==> config.mk <==
export PLATFORM = sky130hd
export DESIGN_NAME = gesture_direction_tracker_core
export DESIGN_NICKNAME = d
export VERILOG_FILES = /design/src/rtl/gdt_pkg.sv /design/src/rtl/gdt_classify.sv /design/src/rtl/gdt_track.sv /design/src/rtl/gesture_direction_tracker_core.sv
export SDC_FILE = /design/constraint.sdc
export NUM_CORES = 1
export LEC_CHECK = 0
export BUFFER_PORTS_ARGS = -buffer_cell sky130_fd_sc_hd__buf_2
export CORE_UTILIZATION = 50
export DETAILED_ROUTE_END_ITERATION = 10
export GPL_TIMING_DRIVEN = 0
export HOLD_SLACK_MARGIN = 0.15
export PLACE_DENSITY = 0.73
export SLEW_MARGIN = 10
export SYNTH_ARGS = -nofsm -noshare
export SYNTH_HDL_FRONTEND = slang
export SYNTH_SLANG_ARGS = --single-unit
==> constraint.sdc <==
create_clock -name aclk -period 5.85 [get_ports aclk]
set_input_delay 0.585 -clock aclk [delete_from_list [all_inputs] [get_ports aclk]]
set_output_delay 0.585 -clock aclk [all_outputs]
set_load 0.005 [all_outputs]
==> src/rtl/gdt_pkg.sv <==
// Package for the gesture direction tracker: field widths, operation and
// direction codes, and the result record passed between the tracker modules.
// Has no dependencies.
package gdt_pkg;

    localparam int unsigned FUNC_W   = 3;
    localparam int unsigned BUTTON_W = 10;
    localparam int unsigned DELTA_W  = 16;
    localparam int unsigned THRESH_W = 16;
    localparam int unsigned TICK_W   = 32;
    localparam int unsigned DIR_W    = 4;

    localparam logic [THRESH_W-1:0] THRESH_RESET = 16'd100;
    localparam logic [TICK_W-1:0]   TICK_MAX     = 32'hFFFF_FFFF;

    typedef enum logic [FUNC_W-1:0] {
        FN_TICK    = 3'd0,
        FN_START   = 3'd1,
        FN_STOP    = 3'd2,
        FN_MOTION  = 3'd3,
        FN_RESOLVE = 3'd4
    } gdt_func_t;

    typedef enum logic [DIR_W-1:0] {
        MOVE_NONE       = 4'd0,
        MOVE_UP         = 4'd1,
        MOVE_DOWN       = 4'd2,
        MOVE_LEFT       = 4'd3,
        MOVE_RIGHT      = 4'd4,
        MOVE_UP_LEFT    = 4'd5,
        MOVE_UP_RIGHT   = 4'd6,
        MOVE_DOWN_LEFT  = 4'd7,
        MOVE_DOWN_RIGHT = 4'd8
    } gdt_dir_t;

    typedef struct packed {
        logic [TICK_W-1:0]   elapsed;
        logic [BUTTON_W-1:0] held_button;
        logic                active;
        gdt_dir_t            direction;
    } gdt_result_t;

endpackage

==> src/rtl/gdt_classify.sv <==
// Direction classifier: turns the X and Y travel sums into one of eight
// directions, or none when the dominant travel is below the threshold.
// Depends on gdt_pkg.
module gdt_classify #(
    parameter int unsigned ACC_BITS = 24
) (
    input  logic signed [ACC_BITS-1:0]          sum_x,
    input  logic signed [ACC_BITS-1:0]          sum_y,
    input  logic        [gdt_pkg::THRESH_W-1:0] threshold,
    output gdt_pkg::gdt_dir_t                   direction
);

    logic [ACC_BITS-1:0] abs_x;
    logic [ACC_BITS-1:0] abs_y;
    logic [ACC_BITS-1:0] abs_max;
    logic [ACC_BITS-1:0] max_half;
    logic [ACC_BITS-1:0] thresh_ext;
    logic                x_pos;
    logic                y_pos;

    assign abs_x      = sum_x[ACC_BITS-1] ? (~sum_x + 1'b1) : sum_x;
    assign abs_y      = sum_y[ACC_BITS-1] ? (~sum_y + 1'b1) : sum_y;
    assign abs_max    = (abs_x > abs_y) ? abs_x : abs_y;
    assign max_half   = abs_max >> 1;
    assign thresh_ext = {{(ACC_BITS-gdt_pkg::THRESH_W){1'b0}}, threshold};
    assign x_pos      = !sum_x[ACC_BITS-1] && (sum_x != '0);
    assign y_pos      = !sum_y[ACC_BITS-1] && (sum_y != '0);

    always_comb begin
        if (abs_max < thresh_ext) begin
            direction = gdt_pkg::MOVE_NONE;
        end else if ((abs_x > max_half) && (abs_y > max_half)) begin
            if (x_pos) begin
                direction = y_pos ? gdt_pkg::MOVE_DOWN_RIGHT : gdt_pkg::MOVE_UP_RIGHT;
            end else begin
                direction = y_pos ? gdt_pkg::MOVE_DOWN_LEFT : gdt_pkg::MOVE_UP_LEFT;
            end
        end else if (abs_x > abs_y) begin
            direction = x_pos ? gdt_pkg::MOVE_RIGHT : gdt_pkg::MOVE_LEFT;
        end else begin
            direction = y_pos ? gdt_pkg::MOVE_DOWN : gdt_pkg::MOVE_UP;
        end
    end

endmodule

==> src/rtl/gdt_track.sv <==
// Gesture state: active flag, held button, saturating travel sums and the
// saturating tick counter, updated once per transaction, plus the result.
// Depends on gdt_pkg and gdt_classify.
module gdt_track #(
    parameter int unsigned ACC_BITS = 24
) (
    input  logic                                aclk,
    input  logic                                aresetn,
    input  logic                                advance,
    input  gdt_pkg::gdt_func_t                  func,
    input  logic        [gdt_pkg::BUTTON_W-1:0] button,
    input  logic signed [gdt_pkg::DELTA_W-1:0]  dx,
    input  logic signed [gdt_pkg::DELTA_W-1:0]  dy,
    input  logic        [gdt_pkg::THRESH_W-1:0] threshold,
    output gdt_pkg::gdt_result_t                result
);

    logic                               active_reg, active_next;
    logic        [gdt_pkg::BUTTON_W-1:0] button_reg, button_next;
    logic signed [ACC_BITS-1:0]         sum_x_reg, sum_x_next;
    logic signed [ACC_BITS-1:0]         sum_y_reg, sum_y_next;
    logic        [gdt_pkg::TICK_W-1:0]  tick_reg, tick_next;

    logic signed [ACC_BITS:0]   add_x;
    logic signed [ACC_BITS:0]   add_y;
    logic signed [ACC_BITS-1:0] sat_x;
    logic signed [ACC_BITS-1:0] sat_y;
    gdt_pkg::gdt_dir_t          class_dir;

    localparam logic [ACC_BITS-1:0] ACC_MAX = {1'b0, {(ACC_BITS-1){1'b1}}};
    localparam logic [ACC_BITS-1:0] ACC_MIN = {1'b1, {(ACC_BITS-1){1'b0}}};

    assign add_x = {sum_x_reg[ACC_BITS-1], sum_x_reg}
                 + {{(ACC_BITS+1-gdt_pkg::DELTA_W){dx[gdt_pkg::DELTA_W-1]}}, dx};
    assign add_y = {sum_y_reg[ACC_BITS-1], sum_y_reg}
                 + {{(ACC_BITS+1-gdt_pkg::DELTA_W){dy[gdt_pkg::DELTA_W-1]}}, dy};

    always_comb begin
        if (add_x[ACC_BITS] != add_x[ACC_BITS-1]) begin
            sat_x = add_x[ACC_BITS] ? ACC_MIN : ACC_MAX;
        end else begin
            sat_x = add_x[ACC_BITS-1:0];
        end
        if (add_y[ACC_BITS] != add_y[ACC_BITS-1]) begin
            sat_y = add_y[ACC_BITS] ? ACC_MIN : ACC_MAX;
        end else begin
            sat_y = add_y[ACC_BITS-1:0];
        end
    end

    gdt_classify #(
        .ACC_BITS (ACC_BITS)
    ) u_classify (
        .sum_x     (sum_x_reg),
        .sum_y     (sum_y_reg),
        .threshold (threshold),
        .direction (class_dir)
    );

    always_comb begin
        active_next = active_reg;
        button_next = button_reg;
        sum_x_next  = sum_x_reg;
        sum_y_next  = sum_y_reg;
        tick_next   = tick_reg;
        case (func)
            gdt_pkg::FN_TICK: begin
                if (tick_reg != gdt_pkg::TICK_MAX) begin
                    tick_next = tick_reg + 1'b1;
                end
            end
            gdt_pkg::FN_START: begin
                active_next = 1'b1;
                button_next = button;
                sum_x_next  = '0;
                sum_y_next  = '0;
                tick_next   = '0;
            end
            gdt_pkg::FN_STOP: begin
                active_next = 1'b0;
                button_next = '0;
                sum_x_next  = '0;
                sum_y_next  = '0;
                tick_next   = '0;
            end
            gdt_pkg::FN_MOTION: begin
                if (active_reg) begin
                    sum_x_next = sat_x;
                    sum_y_next = sat_y;
                end
            end
            default: begin
            end
        endcase
    end

    always_comb begin
        result.active      = active_next;
        result.held_button = active_next ? button_next : '0;
        if ((func == gdt_pkg::FN_RESOLVE) && active_reg) begin
            result.direction = class_dir;
            result.elapsed   = tick_reg;
        end else begin
            result.direction = gdt_pkg::MOVE_NONE;
            result.elapsed   = '0;
        end
    end

    always_ff @(posedge aclk) begin
        if (!aresetn) begin
            active_reg <= 1'b0;
            button_reg <= '0;
            sum_x_reg  <= '0;
            sum_y_reg  <= '0;
            tick_reg   <= '0;
        end else if (advance) begin
            active_reg <= active_next;
            button_reg <= button_next;
            sum_x_reg  <= sum_x_next;
            sum_y_reg  <= sum_y_next;
            tick_reg   <= tick_next;
        end
    end

endmodule

==> src/rtl/gesture_direction_tracker_core.sv <==
// Gesture direction tracker, top level. An accepted input is held in the input register,
// then loaded into the result register; one result per cycle while m_tready stays high.
// The input register feeds the state update and classifier, which load the result
// register; both stages advance together whenever the result side can take data.
// Reset clears the gesture state and both stages and sets the threshold to 100.
// Depends on gdt_pkg and gdt_track.
module gesture_direction_tracker_core #(
    parameter int unsigned ACC_BITS = 24
) (
    input  logic                          aclk,
    input  logic                          aresetn,
    input  logic                          s_tvalid,
    output logic                          s_tready,
    input  logic [47:0]                   s_tdata,   // button[9:0], dx[25:10], dy[41:26]
    input  logic [gdt_pkg::FUNC_W-1:0]    s_tuser,   // func[2:0]
    output logic                          m_tvalid,
    input  logic                          m_tready,
    output logic [47:0]                   m_tdata,   // direction[3:0], active[4],
                                                     // held_button[14:5], elapsed[46:15]
    input  logic                          cfg_valid,
    output logic                          cfg_ready,
    input  logic [gdt_pkg::THRESH_W-1:0]  cfg_data
);

    logic                                in_valid_reg;
    gdt_pkg::gdt_func_t                  func_reg;
    logic        [gdt_pkg::BUTTON_W-1:0] button_reg;
    logic signed [gdt_pkg::DELTA_W-1:0]  dx_reg;
    logic signed [gdt_pkg::DELTA_W-1:0]  dy_reg;
    logic        [gdt_pkg::THRESH_W-1:0] threshold_reg;
    logic                                out_valid_reg;
    gdt_pkg::gdt_result_t                result_reg, result_next;
    logic                                advance;

    assign advance   = in_valid_reg && (!out_valid_reg || m_tready);
    assign s_tready  = !in_valid_reg || advance;
    assign cfg_ready = 1'b1;
    assign m_tvalid  = out_valid_reg;
    assign m_tdata   = {1'b0, result_reg};

    always_ff @(posedge aclk) begin
        if (!aresetn) begin
            in_valid_reg  <= 1'b0;
            out_valid_reg <= 1'b0;
            threshold_reg <= gdt_pkg::THRESH_RESET;
        end else begin
            if (s_tvalid && s_tready) begin
                in_valid_reg <= 1'b1;
            end else if (advance) begin
                in_valid_reg <= 1'b0;
            end
            if (advance) begin
                out_valid_reg <= 1'b1;
            end else if (m_tready) begin
                out_valid_reg <= 1'b0;
            end
            if (cfg_valid && cfg_ready) begin
                threshold_reg <= cfg_data;
            end
        end
    end

    always_ff @(posedge aclk) begin
        if (s_tvalid && s_tready) begin
            func_reg   <= gdt_pkg::gdt_func_t'(s_tuser);
            button_reg <= s_tdata[9:0];
            dx_reg     <= s_tdata[25:10];
            dy_reg     <= s_tdata[41:26];
        end
        if (advance) begin
            result_reg <= result_next;
        end
    end

    gdt_track #(
        .ACC_BITS (ACC_BITS)
    ) u_track (
        .aclk      (aclk),
        .aresetn   (aresetn),
        .advance   (advance),
        .func      (func_reg),
        .button    (button_reg),
        .dx        (dx_reg),
        .dy        (dy_reg),
        .threshold (threshold_reg),
        .result    (result_next)
    );

    // A result with a direction always belongs to an active gesture.
    assert property (@(posedge aclk) disable iff (!aresetn)
        out_valid_reg && (result_reg.direction != gdt_pkg::MOVE_NONE) |-> result_reg.active)
        else $error("direction reported for an inactive gesture");

    // An inactive gesture reports neither a button nor an elapsed count.
    assert property (@(posedge aclk) disable iff (!aresetn)
        out_valid_reg && !result_reg.active |->
            (result_reg.held_button == '0) && (result_reg.elapsed == '0))
        else $error("inactive result carries button or elapsed count");

    // A held input item is not overwritten while the result side stalls.
    assert property (@(posedge aclk) disable iff (!aresetn)
        in_valid_reg && !advance |=> in_valid_reg && $stable(func_reg) && $stable(dx_reg))
        else $error("input stage overwritten during stall");

    // Reset empties both stages.
    assert property (@(posedge aclk) !aresetn |=> !in_valid_reg && !out_valid_reg)
        else $error("pipeline not empty after reset");

endmodule
==> results by group <==
Logic synthesis
  – Synth Net Count: 1682
  – Syn Inst Count: 1482
  – Synth warn: 0
  – Sequential share of the synthesized area: 37.03%
  – Number of synthesized flops with an enable pin: 92
  – Synthesized cell area: 13350 um^2
  – Avg Synthesized Cell Area: 9.010 um^2
  – Synth cell types: 85
  – Flops & latches, synth: 201
  – Most used DFF post-synth: dfxtp_1
  – Post-synth ARST share: 0%

Worst setup path
  – WP data required: 6110 ps
  – R2R setup slack: -370 ps
  – Reg-to-reg endpoint: m_tdata[0]$_SDFFCE_PP0P_
  – CP top delay family: compound AO/OA/AOI/OAI gates
  – R2R depth: 25
  – Worst EP arrival: 6480 ps
  – Worst Setup End Kind: flip-flop
  – Crit-path slowest cell: or3_4
  – Launching point of the worst reg2reg path: u_track.sum_y_reg[2]$_SDFFE_PN0P_
  – WP buf/inv: 2
  – Worst setup SP type: flip-flop
  – Critical Setup Path Class: reg -> reg
  – Top cell by count, worst path: or3_4
  – Delay of the slowest critical-path stage: 380 ps
  – Worst-path fanout max: 6

Worst hold path
  – Worst Hold Path EP: dy_reg[15]$_DFFE_PP_
  – Worst min-delay path class: in -> reg
  – Hold path depth: 1
  – HP Start: s_tdata[41]

Die
  – Die H: 165.4 um
  – Initial Util: 51.10%
  – I/O pin count: 123
  – Die area: 27360 um^2
  – Core Area: 26130 um^2
  – FP Rows: 59
  – Die X: 165.4 um

Global routing
  – GRT Resource Usage Total: 25.23%
  – Largest net degree at the start of global routing: 34
  – First-pass GRT wire length: 54770 um
  – Initial antenna violation count: 1
  – Number of global-route vias before repair: 11010
  – Total congestion overflow: 0

Drt
  – Drt initial violations: 873
  – Routed Antenna Nets: 0
  – Routed len/inst: 17.08 um
  – Drt first pass iters: 8
  – DR vias/cell: 5.693
  – DRC viols: 21
  – Vias: 11730
  – WL final: 35180 um

Layout
  – Final #Nets: 1907
  – Post-route insts no fill: 2060
  – Max FFs per register: 47
  – Fillers: 2172
  – Area growth syn-to-layout: 23.77%
  – Most common cell after layout, fill and taps aside: nand2_1
  – Share of cells above drive strength 1: 22.74%
  – Most frequent cells in the layout: nand2_1, nor2_1, buf_2, ha_1, dfxtp_1

CTS
  – CTS H-Tree Depth: 1
  – Clock sinks: 201
  – Root Buffer: clkbuf_16
  – Worst-Skew Late Latency: 510 ps
  – Clock-pin slew on the worst setup and hold paths: 60 ps
  – CTS tree: yes
  – TritonCTS buffer count: 23
  – Clock Path Buffers: 3

Placed design
  – Routability cong.: 0.9476
  – Inst Count DP: 1931
  – DP Wirelength: 25700 um
  – Port Buffers: 112
  – DP Worst Slack: -1240 ps

Timing
  – Aggregate negative setup slack: -1370 ps
  – Fmax: 0.1607 GHz
  – Tcrit/Tclk final: 106.3%
  – Final setup fails: 4
  – Post-route minimum period: 6221 ps
  – Worst slew margin: 43.35%
  – Slew Limit Fails: 0
  – WHS: 242.6 ps
  – Hold Vio Cnt, Final: 0
  – Slack of the critical path: -370.9 ps
  – Slew @ Worst Pin: 828.3 ps
  – RSZ-0062 raised after global routing: true
  – Setup Skew: 9.396 ps

Power and ir drop
  – Static Leakage: 0.007372 uW
  – Peak supply drop: 0.0002224 V
  – Pwr/cell area: 194.5 nW/um^2

Outcome
  – Status: finished, violations left
  – Failing checks: DRC, setup timing

Flow run
  – MaxCap Viol Count: 0
-- cell usage after synthesis (7+ instances only) --
master,instances,area (um^2)
nor2b_1,23,143.9
xnor2_1,52,455.4
a21o_1,25,187.7
o21a_1,17,127.6
nand2_1,137,514.2
a31oi_1,7,43.79
clkbuf_1,38,142.6
mux2i_1,20,200.2
nor2_1,133,499.2
o21bai_1,10,75.07
dfxtp_1,109,2182
a211oi_1,9,67.56
edfxtp_1,92,2763
and3_1,11,68.82
ha_1,126,1577
and2_1,48,300.3
a22o_1,11,96.34
o211ai_1,8,60.06
inv_1,86,322.8
a22oi_1,13,97.59
nand2b_1,25,156.4
a21oi_1,93,465.5
o31ai_1,15,112.6
nand3_1,28,140.1
o21ai_0,104,520.5
xor2_1,60,525.5
or3_1,13,81.33
and4_1,9,78.83
nand4_1,30,187.7
nor3_1,20,100.1
-- cell type report --
| type | count | area (um^2) | share of cell area [%] |
|---|---|---|---|
| antenna | 1 | 2.502 | 0.01514 |
| sequential | 201 | 4979 | 30.12 |
| buffer | 45 | 229.0 | 1.385 |
| clock buffer | 31 | 645.6 | 3.906 |
| multi-input combinational | 1148 | 8576 | 51.89 |
| timing repair buffer | 202 | 1284 | 7.767 |
| clock inverter | 11 | 65.06 | 0.3937 |
| inverter | 86 | 327.8 | 1.983 |
| tap | 335 | 419.2 | 2.536 |
-- metal layers --
| metal | track usage, % | wire (um) | vias to the layer above |
|---|---|---|---|
| met5 | 0 | 0 | - |
| met4 | 12.19 | 1589 | 0 |
| met3 | 3.147 | 1850 | 85 |
| met2 | 42.39 | 16580 | 367 |
| met1 | 32.02 | 15160 | 5485 |
| li1 | - | - | 5791 |
-- per-stage QoR --
step                      area (um^2)  utilization, %  power (uW)
final                           16530           63.24        3215
after global routing            16530           63.24        3325
after CTS                       15800           60.47        3204
after detailed placement        14460           55.35        1847
after global placement          14420           55.19        1837
after floorplan                 13440               -        1751
-- how the worst max path moves through the flow --
stage / start / end / slack [ps] / cells past startpoint
CTS: u_track.sum_y_reg[3]$_SDFFE_PN0P_ / m_tdata[0]$_SDFFCE_PP0P_ / -540 / 25
floorplan: u_track.sum_y_reg[2]$_SDFFE_PN0P_ / m_tdata[0]$_SDFFCE_PP0P_ / -140 / 28
global route: u_track.sum_y_reg[23]$_SDFFE_PN0P_ / m_tdata[0]$_SDFFCE_PP0P_ / -580 / 26
finish: u_track.sum_y_reg[2]$_SDFFE_PN0P_ / m_tdata[0]$_SDFFCE_PP0P_ / -370 / 25
global placement: u_track.sum_y_reg[23]$_SDFFE_PN0P_ / m_tdata[0]$_SDFFCE_PP0P_ / -1210 / 29
detailed placement: u_track.sum_x_reg[0]$_SDFFE_PN0P_ / m_tdata[0]$_SDFFCE_PP0P_ / -1240 / 29
-- repair_timing --
| item | CTS | global route |
|---|---|---|
| setup endpoints to repair | 4 | 4 |
| gates resized for setup | 66 | 98 |
| setup buffers | 46 | 43 |
| hold buffers | 0 | 0 |
| pin swaps | 32 | 53 |
-- where the power goes --
group	total, uW	leakage, uW	switching, uW	internal [uW]
Combinational	334	0.00526	181	153
Sequential	1530	0.00176	20.4	1510
Clock	1350	0.000353	572	777
Total	3210	0.00737	774	2440
-- kinds of logic (layout without fill, tap and decap cells) --
logic type	Yosys count	after routing	synth area share [%]
DFF	201	201	37.03
muxes	23	23	1.808
xor gates and xnor gates	114	114	7.590
and+or+nand+nor	509	509	19.09
other	2	3	0.05624
adders and majority gates	134	134	12.58
buffers and inverters	133	375	3.870
AOI/OAI and AO/OA	366	366	17.97
Power figures use the tool's default switching activity.
